## src/sv/ctc_pkg.sv

```systemverilog
package ctc_pkg;

    localparam int WORD_CHARS_KEPT = 8;
    localparam int NUM_KEYWORDS    = 10;

    typedef enum logic [1:0] {
        MODE_IDLE = 2'd0,
        MODE_NUM  = 2'd1,
        MODE_WORD = 2'd2
    } mode_t;

    typedef enum logic [2:0] {
        KIND_NUMBER     = 3'd0,
        KIND_KEYWORD    = 3'd1,
        KIND_IDENTIFIER = 3'd2,
        KIND_SYMBOL     = 3'd3,
        KIND_LINES      = 3'd4
    } kind_t;

    localparam logic [7:0] CH_TAB        = 8'h09;
    localparam logic [7:0] CH_NEWLINE    = 8'h0a;
    localparam logic [7:0] CH_SPACE      = 8'h20;
    localparam logic [7:0] CH_DOLLAR     = 8'h24;
    localparam logic [7:0] CH_UNDERSCORE = 8'h5f;
    localparam logic [7:0] CH_ZERO       = 8'h30;

    // keyword text packed with the first character in the low byte
    localparam logic [63:0] KW_TEXT [NUM_KEYWORDS] = '{
        64'h0000_0000_0072_6f66,  // for
        64'h0000_0065_6c69_6877,  // while
        64'h0000_0000_0000_6f64,  // do
        64'h0000_0000_0074_6e69,  // int
        64'h0000_0074_616f_6c66,  // float
        64'h0000_0000_7261_6863,  // char
        64'h0000_656c_6275_6f64,  // double
        64'h0000_6369_7461_7473,  // static
        64'h0000_6863_7469_7773,  // switch
        64'h0000_0000_6573_6163   // case
    };

    localparam logic [7:0] KW_LEN [NUM_KEYWORDS] = '{
        8'd3, 8'd5, 8'd2, 8'd3, 8'd5, 8'd4, 8'd6, 8'd6, 8'd6, 8'd4
    };

    typedef struct packed {
        logic [2:0]  token_kind;
        logic [31:0] number_value;
        logic [3:0]  keyword_number;
        logic [63:0] word_text;
        logic [7:0]  word_length;
        logic [7:0]  symbol_code;
        logic [31:0] line_total;
        logic        last_of_run;
    } result_t;

endpackage

```

## src/sv/ctc_char_if.sv

```systemverilog
interface ctc_char_if;
    logic       valid;
    logic       ready;
    logic [7:0] char_code;
    logic       end_of_text;

    modport source (output valid, output char_code, output end_of_text, input ready);
    modport sink (input valid, input char_code, input end_of_text, output ready);
endinterface

```

## src/sv/ctc_token_if.sv

```systemverilog
interface ctc_token_if;
    logic        valid;
    logic        ready;
    logic [2:0]  token_kind;
    logic [31:0] number_value;
    logic [3:0]  keyword_number;
    logic [63:0] word_text;
    logic [7:0]  word_length;
    logic [7:0]  symbol_code;
    logic [31:0] line_total;
    logic        last_of_run;

    modport source (
        output valid, output token_kind, output number_value, output keyword_number,
        output word_text, output word_length, output symbol_code, output line_total,
        output last_of_run, input ready
    );
    modport sink (
        input valid, input token_kind, input number_value, input keyword_number,
        input word_text, input word_length, input symbol_code, input line_total,
        input last_of_run, output ready
    );
endinterface

```

## src/sv/c_token_classifier_unit.sv

```systemverilog
// c_token_classifier_unit: splits a stream of ascii characters into tokens
//
// chars  : one request per character (char_code), or an end-of-text request
//          (end_of_text high) that flushes a pending token and reports the
//          line total; an item is taken when valid and ready are both high
// tokens : result requests (number, keyword, identifier, symbol, line total);
//          last_of_run marks the final result caused by one character
//
// each character is classified against the scanner state in the cycle it is
// taken and its results sit in a two-entry result register the next cycle.
// a character that gives two results holds chars.ready low until the first
// of them leaves. the two-entry result register sets the rate: a new
// character is taken whenever it is empty or its only entry leaves in the
// same cycle.
//
// reset clears the scanner (idle, line count one) and the result register.
// when tokens.ready is low the results wait and chars.ready drops once the
// result register cannot take the next character's results.
module c_token_classifier_unit #(
    parameter int WORD_CHARS_KEPT = ctc_pkg::WORD_CHARS_KEPT
) (
    input  logic        clk,
    input  logic        rst_n,
    ctc_char_if.sink    chars,
    ctc_token_if.source tokens
);

    ctc_pkg::mode_t   mode_reg, mode_next;
    logic [31:0]      acc_reg, acc_next;
    logic [63:0]      buf_reg, buf_next;
    logic [7:0]       cnt_reg, cnt_next;
    logic [31:0]      line_reg, line_next;

    ctc_pkg::result_t slot0_reg, slot0_next;
    ctc_pkg::result_t slot1_reg, slot1_next;
    logic [1:0]       fill_reg, fill_next;

    logic push;
    logic pop;

    logic [7:0] c;
    logic       eot;
    logic       is_digit;
    logic       is_letter;
    logic       is_word_char;
    logic       continues;
    logic [35:0] acc_times_ten;
    logic [63:0] buf_added;
    logic [7:0]  cnt_added;

    logic             kw_found;
    logic [3:0]       kw_index;
    ctc_pkg::result_t flush_res;
    ctc_pkg::result_t second_res;
    logic             flush_en;
    logic             second_en;
    ctc_pkg::result_t r0, r1;
    logic [1:0]       res_count;

    assign c   = chars.char_code;
    assign eot = chars.end_of_text;

    assign is_digit     = c inside {[8'h30:8'h39]};
    assign is_letter    = c inside {[8'h41:8'h5a], [8'h61:8'h7a]};
    assign is_word_char = is_letter || is_digit || c == ctc_pkg::CH_UNDERSCORE
                          || c == ctc_pkg::CH_DOLLAR;

    assign continues = !eot && ((mode_reg == ctc_pkg::MODE_NUM && is_digit)
                       || (mode_reg == ctc_pkg::MODE_WORD && is_word_char));

    // times ten plus the new digit, as two shifts and two adds
    assign acc_times_ten = ({4'b0000, acc_reg} << 3) + ({4'b0000, acc_reg} << 1)
                           + {32'd0, c[3:0] - ctc_pkg::CH_ZERO[3:0]};

    always_comb
    begin
        buf_added = buf_reg;
        for (int i = 0; i < 8; i++)
        begin
            if (i < WORD_CHARS_KEPT && cnt_reg == 8'(i))
            begin
                buf_added[8*i +: 8] = c;
            end
        end
        cnt_added = (cnt_reg == 8'hff) ? cnt_reg : cnt_reg + 8'd1;
    end

    // keyword lookup over the pending word
    always_comb
    begin
        kw_found = 1'b0;
        kw_index = '0;
        for (int i = ctc_pkg::NUM_KEYWORDS - 1; i >= 0; i--)
        begin
            if (cnt_reg == ctc_pkg::KW_LEN[i] && buf_reg == ctc_pkg::KW_TEXT[i])
            begin
                kw_found = 1'b1;
                kw_index = 4'(i);
            end
        end
    end

    // next state of the scanner
    always_comb
    begin
        mode_next = mode_reg;
        acc_next  = acc_reg;
        buf_next  = buf_reg;
        cnt_next  = cnt_reg;
        line_next = line_reg;
        if (push)
        begin
            if (eot)
            begin
                mode_next = ctc_pkg::MODE_IDLE;
                acc_next  = '0;
                buf_next  = '0;
                cnt_next  = '0;
                line_next = 32'd1;
            end
            else if (continues && mode_reg == ctc_pkg::MODE_NUM)
            begin
                acc_next = (acc_times_ten[35:32] != 4'b0000) ? 32'hffff_ffff
                                                             : acc_times_ten[31:0];
            end
            else if (continues)
            begin
                buf_next = buf_added;
                cnt_next = cnt_added;
            end
            else
            begin
                mode_next = ctc_pkg::MODE_IDLE;
                acc_next  = '0;
                buf_next  = '0;
                cnt_next  = '0;
                if (is_digit)
                begin
                    mode_next = ctc_pkg::MODE_NUM;
                    acc_next  = {28'd0, c[3:0] - ctc_pkg::CH_ZERO[3:0]};
                end
                else if (is_letter)
                begin
                    mode_next = ctc_pkg::MODE_WORD;
                    buf_next  = {56'd0, c};
                    cnt_next  = 8'd1;
                end
                else if (c == ctc_pkg::CH_NEWLINE && line_reg != 32'hffff_ffff)
                begin
                    line_next = line_reg + 32'd1;
                end
            end
        end
    end

    // results of the current character
    always_comb
    begin
        flush_res             = '0;
        flush_res.line_total  = line_reg;
        flush_en              = !continues && mode_reg != ctc_pkg::MODE_IDLE;
        if (mode_reg == ctc_pkg::MODE_NUM)
        begin
            flush_res.token_kind   = ctc_pkg::KIND_NUMBER;
            flush_res.number_value = acc_reg;
        end
        else
        begin
            flush_res.token_kind  = kw_found ? ctc_pkg::KIND_KEYWORD
                                             : ctc_pkg::KIND_IDENTIFIER;
            flush_res.keyword_number = kw_found ? kw_index : 4'd0;
            flush_res.word_text   = buf_reg;
            flush_res.word_length = cnt_reg;
        end

        second_res            = '0;
        second_res.line_total = line_reg;
        second_res.last_of_run = 1'b1;
        if (eot)
        begin
            second_en             = 1'b1;
            second_res.token_kind = ctc_pkg::KIND_LINES;
        end
        else
        begin
            second_en = !continues && !is_digit && !is_letter && c != ctc_pkg::CH_SPACE
                        && c != ctc_pkg::CH_TAB && c != ctc_pkg::CH_NEWLINE;
            second_res.token_kind  = ctc_pkg::KIND_SYMBOL;
            second_res.symbol_code = c;
        end

        r1 = second_res;
        if (flush_en)
        begin
            r0             = flush_res;
            r0.last_of_run = !second_en;
            res_count      = second_en ? 2'd2 : 2'd1;
        end
        else
        begin
            r0        = second_res;
            res_count = second_en ? 2'd1 : 2'd0;
        end
    end

    assign pop        = tokens.valid && tokens.ready;
    assign chars.ready = (fill_reg == 2'd0) || (fill_reg == 2'd1 && tokens.ready);
    assign push       = chars.valid && chars.ready;

    always_comb
    begin
        slot0_next = slot0_reg;
        slot1_next = slot1_reg;
        fill_next  = fill_reg;
        if (pop)
        begin
            slot0_next = slot1_reg;
            fill_next  = fill_reg - 2'd1;
        end
        if (push)
        begin
            slot0_next = r0;
            slot1_next = r1;
            fill_next  = res_count;
        end
    end

    always_ff @(posedge clk or negedge rst_n)
    begin
        if (!rst_n)
        begin
            mode_reg <= ctc_pkg::MODE_IDLE;
            acc_reg  <= '0;
            buf_reg  <= '0;
            cnt_reg  <= '0;
            line_reg <= 32'd1;
            fill_reg <= '0;
        end
        else
        begin
            mode_reg <= mode_next;
            acc_reg  <= acc_next;
            buf_reg  <= buf_next;
            cnt_reg  <= cnt_next;
            line_reg <= line_next;
            fill_reg <= fill_next;
        end
    end

    always_ff @(posedge clk)
    begin
        slot0_reg <= slot0_next;
        slot1_reg <= slot1_next;
    end

    assign tokens.valid          = fill_reg != 2'd0;
    assign tokens.token_kind     = slot0_reg.token_kind;
    assign tokens.number_value   = slot0_reg.number_value;
    assign tokens.keyword_number = slot0_reg.keyword_number;
    assign tokens.word_text      = slot0_reg.word_text;
    assign tokens.word_length    = slot0_reg.word_length;
    assign tokens.symbol_code    = slot0_reg.symbol_code;
    assign tokens.line_total     = slot0_reg.line_total;
    assign tokens.last_of_run    = slot0_reg.last_of_run;

    // end of text leaves the scanner as after reset
    a_eot_clears: assert property (@(posedge clk) disable iff (!rst_n)
        push && eot |=> mode_reg == ctc_pkg::MODE_IDLE && line_reg == 32'd1
                        && cnt_reg == 8'd0 && acc_reg == 32'd0)
        else $error("scanner not cleared after end of text");

    // the first of two queued results never closes the run
    a_head_not_last: assert property (@(posedge clk) disable iff (!rst_n)
        fill_reg == 2'd2 |-> !slot0_reg.last_of_run)
        else $error("first of two results marked last");

    // an idle scanner holds no partial token
    a_idle_empty: assert property (@(posedge clk) disable iff (!rst_n)
        mode_reg == ctc_pkg::MODE_IDLE |-> acc_reg == 32'd0 && cnt_reg == 8'd0)
        else $error("idle scanner holds token data");

    a_line_nonzero: assert property (@(posedge clk) disable iff (!rst_n)
        line_reg != 32'd0)
        else $error("line count reached zero");

    // a character that extends a token gives no result
    a_extend_quiet: assert property (@(posedge clk) disable iff (!rst_n)
        push && continues |=> fill_reg == 2'd0 || (fill_reg == $past(fill_reg) - 2'd1))
        else $error("result produced while a token was extended");

endmodule

```

## src/flat_wrapper.sv

```systemverilog
// flat-port wrapper written by rule: the top's interface ports become plain ports
module c_token_classifier_unit_flat 
#(
    parameter int WORD_CHARS_KEPT = ctc_pkg::WORD_CHARS_KEPT
)
  (clk, rst_n, chars_valid, chars_char_code, chars_end_of_text, chars_ready, tokens_valid, tokens_token_kind, tokens_number_value, tokens_keyword_number, tokens_word_text, tokens_word_length, tokens_symbol_code, tokens_line_total, tokens_last_of_run, tokens_ready);
  ctc_char_if chars_i ();
  ctc_token_if tokens_i ();
  input  logic clk;
  input  logic rst_n;
  input wire logic [$bits(chars_i.valid)-1:0] chars_valid;
  input wire logic [$bits(chars_i.char_code)-1:0] chars_char_code;
  input wire logic [$bits(chars_i.end_of_text)-1:0] chars_end_of_text;
  output wire logic [$bits(chars_i.ready)-1:0] chars_ready;
  output wire logic [$bits(tokens_i.valid)-1:0] tokens_valid;
  output wire logic [$bits(tokens_i.token_kind)-1:0] tokens_token_kind;
  output wire logic [$bits(tokens_i.number_value)-1:0] tokens_number_value;
  output wire logic [$bits(tokens_i.keyword_number)-1:0] tokens_keyword_number;
  output wire logic [$bits(tokens_i.word_text)-1:0] tokens_word_text;
  output wire logic [$bits(tokens_i.word_length)-1:0] tokens_word_length;
  output wire logic [$bits(tokens_i.symbol_code)-1:0] tokens_symbol_code;
  output wire logic [$bits(tokens_i.line_total)-1:0] tokens_line_total;
  output wire logic [$bits(tokens_i.last_of_run)-1:0] tokens_last_of_run;
  input wire logic [$bits(tokens_i.ready)-1:0] tokens_ready;
  assign chars_i.valid = chars_valid;
  assign chars_i.char_code = chars_char_code;
  assign chars_i.end_of_text = chars_end_of_text;
  assign chars_ready = chars_i.ready;
  assign tokens_valid = tokens_i.valid;
  assign tokens_token_kind = tokens_i.token_kind;
  assign tokens_number_value = tokens_i.number_value;
  assign tokens_keyword_number = tokens_i.keyword_number;
  assign tokens_word_text = tokens_i.word_text;
  assign tokens_word_length = tokens_i.word_length;
  assign tokens_symbol_code = tokens_i.symbol_code;
  assign tokens_line_total = tokens_i.line_total;
  assign tokens_last_of_run = tokens_i.last_of_run;
  assign tokens_i.ready = tokens_ready;
  c_token_classifier_unit #(.WORD_CHARS_KEPT(WORD_CHARS_KEPT)) u_core (.clk(clk), .rst_n(rst_n), .chars(chars_i), .tokens(tokens_i));
endmodule
```

## config.mk

```make
export PLATFORM = sky130hd
export DESIGN_NAME = c_token_classifier_unit_flat
export DESIGN_NICKNAME = d
export VERILOG_FILES = /design/src/sv/ctc_pkg.sv /design/src/sv/ctc_char_if.sv /design/src/sv/ctc_token_if.sv /design/src/sv/c_token_classifier_unit.sv /design/src/flat_wrapper.sv
export SDC_FILE = /design/constraint.sdc
export NUM_CORES = 1
export LEC_CHECK = 0
export BUFFER_PORTS_ARGS = -buffer_cell sky130_fd_sc_hd__buf_2
export CAP_MARGIN = 20
export CELL_PAD_IN_SITES_DETAIL_PLACEMENT = 0
export CELL_PAD_IN_SITES_GLOBAL_PLACEMENT = 1
export CORE_MARGIN = 1.5
export CORE_UTILIZATION = 43
export DETAILED_ROUTE_END_ITERATION = 6
export PLACE_DENSITY_LB_ADDON = 0.1
export SLEW_MARGIN = 20
export SYNTH_ARGS = -nofsm -noshare
export SYNTH_HDL_FRONTEND = slang
export SYNTH_SLANG_ARGS = --single-unit
```

## constraint.sdc

```tcl
create_clock -name clk -period 3.4 [get_ports clk]
set_clock_uncertainty 0.05 [all_clocks]
set_input_delay 0.68 -clock clk [delete_from_list [all_inputs] [get_ports clk]]
set_output_delay 0.68 -clock clk [all_outputs]
set_load 0.05 [all_outputs]
```

==> summary by stage, run 1 <==
Clocking
The total clock buffers created by CTS is 38. After clock tree synthesis, the clock-pin slew on the worst setup and hold paths is 0.06 ns. For this design, the sink count on the clock tree is 334. The later pin in the worst-skew pair is clocked with a latency of ~0.56 ns.

CTS built an H-tree with a depth of 2. The TritonCTS clock tree is done. The deepest clock path buffer count is 3. The root buffer selected by CTS is sky130_fd_sc_hd__clkbuf_16.

Floorplanning
The effective utilization at floorplan is a little over two fifths. The floorplan step set the die height to 198 µm. The die boundary width is a little under 200 µm. The die footprint is about 0.039 mm². The floorplan has between 70 and 80 rows. The placeable core area is around 0.038 mm². In this run the count of I/O pins placed on the die edge is between 150 and 200.

Logic synthesis
The mean instance size in the synthesized netlist is 11.4 µm². Sequential elements use a little under three fifths of the synthesized area. The count of mapped cells out of synthesis is 1440. The count of state elements after synthesis is between 300 and 400. The cell taking the most area after synthesis is sky130_fd_sc_hd__edfxtp_1. The Yosys step of the flow raised 0 warnings. After synthesis, the largest area contributor takes up a little over a third of total cell area. By area the synthesized netlist is led by sky130_fd_sc_hd__edfxtp_1 (36%), sky130_fd_sc_hd__dfrtp_1 (21%), sky130_fd_sc_hd__ha_1 (5.4%). The post-synth design cell area is approximately 0.016 mm².

The most frequently used flop master after synthesis is sky130_fd_sc_hd__edfxtp_1. The synthesized design contains 194 enable-type register cells. After synthesis, the netlist uses 83 different library cells. The synthesized net count is 1526. Ranked by instance count, the synthesized netlist is headed by sky130_fd_sc_hd__nand2_1 (196), sky130_fd_sc_hd__edfxtp_1 (194), sky130_fd_sc_hd__dfrtp_1 (139), sky130_fd_sc_hd__and2_1 (121), sky130_fd_sc_hd__nor2_1 (83). Counting flops with an async set or reset pin after synthesis yields a share of 41.9%. By instance count, the leading cell after synthesis is sky130_fd_sc_hd__nand2_1.

Layout
The net count of the finished layout is ~1.8k. Fill cells in the final layout number 3405. The area of all sequential standard cells is 0.00933 mm². The antenna cell count is 0.

The final design utilization is roughly 53%. The layout overhead on the synthesized area is 22.1%. The area of combinational cells with multiple inputs is a little under 0.007 mm². The finished cells cover 0.0200 mm². Of the cells placed in the final design, the portion with a size suffix greater than 1 is 24.4%.

Route
After detailed routing, the number of remaining DRC violations is 0. The routed design has 42700 µm of wire. The detailed-route vias per instance is 5.32. The routed wire length per instance is 18.9 µm. Summing over every cut layer, the via total after detailed routing is 12.0k. The number of antenna-violating nets in the routed design is 0. The DRC marker count from the first detailed-route iteration is roughly 660. The detailed-routing iteration count for the pre-antenna-repair pass is 5.

Power
For this design the ratio of total power to cell area is 624 mW/mm². The worst voltage drop across the vdd grid is 0.000867 V. The leakage dissipation is approximately 9 nW.

Global route
The via count of the first global-routing pass is roughly 12k. The initial antenna violation count was 3. The final global-route overflow total is 0. The first-pass GRT wire length is between 60000 and 70000 µm. In the global route stage, overall resource usage came out at 22.0%. Entering global routing, the biggest net connects 97 pins.

Min path
The startpoint identified for the worst hold timing path is u_core.line_reg[9]. The class of the worst hold path is reg2reg.

Placement
The placed cell area is 0.0187 mm². Buffers placed on the I/O ports in this run total ~170. The worst slack at placement is -0.452 ns. Routability-driven placement finished with a final weighted congestion of slightly above 0.9.

The final HPWL from detailed placement is about 30000 µm.

Setup path
The data required time at the worst endpoint is approximately 3.8 ns. The kind of launch point of the worst setup path is a register. The nature of the critical path endpoint is a register. The setup path with the least slack is of type reg2reg.

The beginning of the critical path is u_core.acc_reg[0]. The data arrival time at the worst-slack endpoint is between 3 and 4 ns. The critical-path maximum fanout is 17. The setup check on the worst reg-to-reg path leaves a slack of ~0.029 ns. The start of the worst register-to-register path is u_core.acc_reg[0].

STA
The maximum clock frequency is roughly 0.30 GHz. The hold violation total from the final report is 0. For the pin with the worst max-slew slack, the measured transition is about 0.86 ns. The final-report max-slew violation count is 0. Setup repair after global routing could not meet its margin everywhere. Headroom to the max-slew limit came out at a little over two fifths. The total setup violations reported at the end of the flow is 0. The post-route minimum period is about 3.4 ns. The worst path meets setup with between 0.02 and 0.03 ns of slack.

In the finished design, the share of the clock period the worst path needs comes to between 90 and 100%.

Run status
The run finished with clean final reports.

Job
The max capacitance violation total is 0.
==> worst paths after layout <==
kind                       cells past startpoint              endpoint
max                                           11     u_core.acc_reg[9]
min                                            0  u_core.slot1_reg[10]
max reg2reg                                   11     u_core.acc_reg[9]
min reg2reg                                    0  u_core.slot1_reg[10]
max in group asynchronous                      3    u_core.line_reg[0]
min in group asynchronous                      2    u_core.acc_reg[21]
==> worst max-delay path, stage by stage (launching register included) <==
cell	delay [ns]
sky130_fd_sc_hd__dfrtp_2	0.44
sky130_fd_sc_hd__fa_2	0.46
sky130_fd_sc_hd__fa_2	0.41
sky130_fd_sc_hd__a211oi_4	0.24
sky130_fd_sc_hd__o21ai_2	0.11
sky130_fd_sc_hd__o211ai_2	0.23
sky130_fd_sc_hd__a211oi_2	0.12
sky130_fd_sc_hd__o31a_1	0.28
sky130_fd_sc_hd__o32ai_4	0.27
sky130_fd_sc_hd__a31oi_4	0.16
sky130_fd_sc_hd__buf_12	0.18
sky130_fd_sc_hd__a221o_1	0.26
==> placed cells by master, fill, tap and decap left out, types with 5 or more instances in the layout <==
master / count
sky130_fd_sc_hd__inv_1: 19
sky130_fd_sc_hd__nand2_1: 195
sky130_fd_sc_hd__and2_1: 121
sky130_fd_sc_hd__a21o_1: 10
sky130_fd_sc_hd__clkbuf_16: 39
sky130_fd_sc_hd__nor2_1: 82
sky130_fd_sc_hd__a21oi_2: 5
sky130_fd_sc_hd__a221o_1: 29
sky130_fd_sc_hd__or4_1: 5
sky130_fd_sc_hd__nand3_1: 48
sky130_fd_sc_hd__clkbuf_1: 12
sky130_fd_sc_hd__dfrtp_1: 137
sky130_fd_sc_hd__clkinv_1: 6
sky130_fd_sc_hd__or3_1: 6
sky130_fd_sc_hd__nor3_1: 37
sky130_fd_sc_hd__o21ai_2: 6
sky130_fd_sc_hd__nand4_1: 29
sky130_fd_sc_hd__a22o_1: 15
sky130_fd_sc_hd__nor4_1: 19
sky130_fd_sc_hd__buf_2: 165
sky130_fd_sc_hd__buf_12: 8
sky130_fd_sc_hd__a31oi_1: 9
sky130_fd_sc_hd__nor4b_1: 6
sky130_fd_sc_hd__a21oi_1: 45
sky130_fd_sc_hd__nor2b_1: 19
sky130_fd_sc_hd__edfxtp_1: 194
sky130_fd_sc_hd__and3_1: 20
sky130_fd_sc_hd__o211ai_1: 6
sky130_fd_sc_hd__buf_4: 116
sky130_fd_sc_hd__ha_1: 68
sky130_fd_sc_hd__o21ai_0: 51
sky130_fd_sc_hd__clkinv_2: 5
sky130_fd_sc_hd__xnor2_1: 40
sky130_fd_sc_hd__xor2_1: 22
sky130_fd_sc_hd__o21a_1: 11
sky130_fd_sc_hd__and4_1: 5
sky130_fd_sc_hd__mux2_2: 28
==> layout make-up <==
cell class | instances | share of cell area, %
Sequential cell | 334 | 46.6
Multi-Input combinational cell | 1026 | 34.4
Timing Repair Buffer | 291 | 9.38
Clock buffer | 53 | 5.24
Tap cell | 511 | 3.19
Clock inverter | 17 | 0.787
Inverter | 21 | 0.394
==> per-stage QoR <==
stage | TNS [ns] | std cells | power, mW | hold slack [ns]
after floorplan | -3.47 | 1440 | 7.65 | 0.334
after global routing | -1.89 | 2253 | 13.0 | 0.447
after global placement | -9.75 | 2178 | 8.59 | 0.401
final | 0 | 2253 | 12.5 | 0.431
after detailed placement | -13.47 | 2178 | 8.62 | 0.420
after CTS | -1.14 | 2251 | 12.7 | 0.417
==> cell families after synthesis <==
kind of cell               after synthesis  share of synthesized area [%]
buffers and inverters                   80                           1.98
DFF                                    334                           56.9
xor gates and xnor gates                63                           3.36
AOI/OAI and AO/OA                      229                           10.1
adders and majority gates               73                           5.66
muxes                                   30                           2.05
and+or+nand+nor                        631                           20.0
==> what timing repair did <==
| action | in CTS | in global routing |
|---|---|---|
| pin swaps | 3 | 11 |
| setup endpoints to repair | 30 | 30 |
| resized for setup | 3 | 14 |
| hold buffers | 1 | 0 |
| hold endpoints to repair | 26 | 0 |
| setup buffers | 2 | 2 |
| cloned | 0 | 0 |
==> metal layers <==
| layer | track usage, % | share of wire [%] | wire length, µm |
|---|---|---|---|
| met5 | 0 | 0.096 | 41 |
| met4 | 5.88 | 1.9 | 796 |
| met3 | 4.19 | 4.5 | 1930 |
| met2 | 36.0 | 47 | 20200 |
| met1 | 29.9 | 46 | 19700 |
==> report_power, final <==
group | internal, mW | total (mW) | leakage [nW] | switching (mW)
Sequential | 5.04 | 5.32 | 3.88 | 0.281
Combinational | 0.700 | 3.19 | 4.43 | 2.49
Clock | 2.33 | 3.99 | 0.588 | 1.66
Note: power is estimated with default switching activity, not from simulation.
==> run 2: changes to the inputs <==
--- a/config.mk
+++ b/config.mk
@@ -11,8 +11,10 @@
 export CELL_PAD_IN_SITES_GLOBAL_PLACEMENT = 1
 export CORE_MARGIN = 1.5
 export CORE_UTILIZATION = 43
+export CTS_CLUSTER_DIAMETER = 40
 export DETAILED_ROUTE_END_ITERATION = 6
 export PLACE_DENSITY_LB_ADDON = 0.1
+export SETUP_SLACK_MARGIN = 0.3
 export SLEW_MARGIN = 20
 export SYNTH_ARGS = -nofsm -noshare
 export SYNTH_HDL_FRONTEND = slang
==> run 2 against run 1 <==
  * Utilization increased by 1.0 points
  * Setup slack improved by 0.0093 ns
  * Clock-buffer cell count up 10
  * Wire length is 0.28% lower
  * Non-clock buffer count fell by 21
  * First-iteration DRC count grew 3.2%
  * Clock power rose by 36%
  * Critical path depth did not move
  * Sequential share of layout area down 0.88 points
  * Combinational power about the same
  * Total power up 12%
  * Critical endpoint is now u_core.acc_reg[13]
  * Largest power group is now clock
  * Highest routed layer unchanged
==> summary by stage, run 2 (synthesis gave the netlist of run 1 again) <==
Run status
The run finished with clean final reports.

Power
In this run switching power makes up around 34% of total power. The clock group share of total power is roughly two fifths. The worst voltage drop across the vdd grid is about 0.00053 V. Power spread over the standard cell area amounts to a little under 700 mW/mm². The design internal power is around 9 mW. In this run, the combinational gates consume a little under a quarter of the power. The analysis attributes to cell leakage a power of between 9 and 10 nW. The sequential fraction of design power is roughly two fifths. For this design the total switching power over the nets is slightly below 5 mW.

Setup path
The kind of launch point of the worst setup path is a register. For the worst setup path, the data arrival time is approximately 3.8 ns. The data required time at the worst endpoint is between 3 and 4 ns. By startpoint and endpoint, the worst setup path is classified as reg2reg. Along the worst path, the maximum fanout reaches 16.

The worst setup path is captured at a register.

Floorplanning
The standard-cell row count is slightly above 70. The placeable core area is roughly 0.038 mm². The die footprint is 0.0393 mm². The number of top-level design ports is 167. In this run the horizontal extent of the chip is between 150 and 200 µm. Once the floorplan was initialized, standard cells occupied between 40% and 50% of the core. The floorplan step set the die height to 198 µm.

STA
The transition time at the pin with the least slew margin is ~0.76 ns. Adding up every negative setup slack in the final design gives 0 ns. The worst hold margin is 0.0559 ns.

In this run the tightest slew margin relative to its limit is about half. The hold violation total from the final report was 0. Setup violations remaining at the end of the flow were counted as 0. The post-route minimum period is ~3.4 ns. Based on the critical path, the design can be clocked at up to just under 0.3 GHz. In the finished design, the share of the clock period the worst path needs comes to approximately 100%. The final-report max-slew violation count is 0.

Setup repair after global routing could not meet its margin everywhere.

Placement
The count of buffers added on input and output ports is ~170. The final HPWL from detailed placement is approximately 31000 µm. The final weighted congestion of routability-driven global placement is approximately 0.92.

Clocking
The TritonCTS clock tree is done. The tree built by TritonCTS fans out to 334 sinks. At the later pin of the worst-skew pair, clock insertion delay measures ~0.58 ns. The deepest clock path buffer count is 3. The maximum level of the CTS H-tree is 2. The tree is rooted in a sky130_fd_sc_hd__clkbuf_16. The clock-pin slew reported for the worst setup and hold paths after clock tree synthesis is approximately 0.060 ns. The count of hold-fix buffers inserted at cts is 0. Buffers inserted during clock tree synthesis total 50.

Route
Dividing the detail-routed via count by the number of cells gives 5.31. For this run, design rule violations remaining after detail routing come to 0. Dividing the detail-routed wire length by the instance count gives 18.9 µm. Summing over every cut layer, the via total after detailed routing is 12.0k.

In this run the remaining antenna-violating nets after routing total 0. The DRC marker count from the first detailed-route iteration is 683. For this run, the detailed router's first-pass iteration total came to 5.

After detailed routing, the total wire length is 42500 µm.

Global route
The first global-routing pass estimated 68000 µm of wire. The pin count of the biggest net entering global routing is between 70 and 80. After global routing the overflow that remains totals 0. The initial antenna violation count came to 3.

The total routing usage reported by global routing is between 20% and 30%. The via count of the first global-routing pass is ~12k.

Layout
At the end of the flow the core is filled with cells to 54.3%. The top cell types in the final layout, fill and taps aside, are sky130_fd_sc_hd__edfxtp_1 (194), sky130_fd_sc_hd__nand2_1 (193), sky130_fd_sc_hd__buf_2 (165), sky130_fd_sc_hd__dfrtp_1 (138), sky130_fd_sc_hd__and2_1 (121). The ratio of cells with drive above 1 in the final layout is between 20% and 30%. For this run, the post-layout net count is approximately 1.8k. The most common cell after layout, fill and taps aside is sky130_fd_sc_hd__edfxtp_1. The layout overhead on the synthesized area is 24.4%.

Job
The max capacitance violation total is 0.

Min path
The tightest min-delay check is of the in2async type.
[run 2: path summary, 6_finish.rpt]
path                               startpoint              endpoint  slack [ns]  cells past startpoint
setup / recovery            u_core.acc_reg[0]    u_core.acc_reg[13]        0.04                     11
hold / removal                          rst_n    u_core.acc_reg[23]        0.06                      1
setup reg to reg            u_core.acc_reg[0]    u_core.acc_reg[13]        0.04                     11
hold reg to reg            u_core.line_reg[9]  u_core.slot1_reg[10]        0.43                      0
max in group asynchronous               rst_n    u_core.line_reg[0]        2.39                      2
min in group clk           u_core.line_reg[9]  u_core.slot1_reg[10]        0.43                      0
[run 2: critical path, stage by stage (launching register included)]
cell	delay, ns
sky130_fd_sc_hd__dfrtp_2	0.44
sky130_fd_sc_hd__fa_1	0.51
sky130_fd_sc_hd__fa_2	0.39
sky130_fd_sc_hd__a211oi_4	0.25
sky130_fd_sc_hd__o21ai_2	0.11
sky130_fd_sc_hd__o211ai_2	0.19
sky130_fd_sc_hd__a211oi_2	0.11
sky130_fd_sc_hd__o31a_1	0.28
sky130_fd_sc_hd__o32ai_4	0.31
sky130_fd_sc_hd__a31oi_4	0.15
sky130_fd_sc_hd__buf_12	0.18
sky130_fd_sc_hd__a221o_1	0.27
[run 2: timing repair]
action | 4_1_cts | 5_1_grt
buffers inserted | 2 | 1
pin swaps | 8 | 5
endpoints found under the setup margin | 32 | 32
gates resized for setup | 7 | 8
[run 2: routing by layer]
layer / share of wire [%] / vias to the layer above / wire (µm) / global-route usage [%]
li1: - / 5821 / - / -
met3: 4.4 / 77 / 1860 / 4.31
met4: 3.0 / 4 / 1270 / 8.34
met2: 46 / 264 / 19700 / 35.1
met5: 0.063 / - / 27 / 0
met1: 46 / 5827 / 19700 / 30.8
[run 2: metrics by stage]
stage               worst slack (ns)  power, mW  std cells  cell area, µm²
detailed placement            -0.412       8.63       2159           18500
global route                 -0.0986       14.5       2257           20400
global placement              -0.332       8.61       2159           18500
CTS                          -0.0237       14.1       2255           20400
floorplan                     -0.164       7.65       1440           16500
finish                        0.0384       13.9       2257           20400
[run 2: area by class of cell]
cell class / count / area [µm²]
fill: 3307 / 17200
sequential: 334 / 9330
multi-input combinational: 1026 / 6870
timing repair buffer: 270 / 1690
clock buffer: 63 / 1410
tap: 511 / 639
clock inverter: 31 / 384
inverter: 21 / 78.8
antenna: 1 / 2.50
[run 2: power by group through the flow]
stage               clock network (mW)  logic, mW  registers, mW
finish                            5.42       3.21           5.32
global route                      5.70       3.44           5.38
global placement                     0       3.22           5.39
CTS                               5.53       3.25           5.32
detailed placement                   0       3.24           5.39
floorplan                            0      0.977           6.67
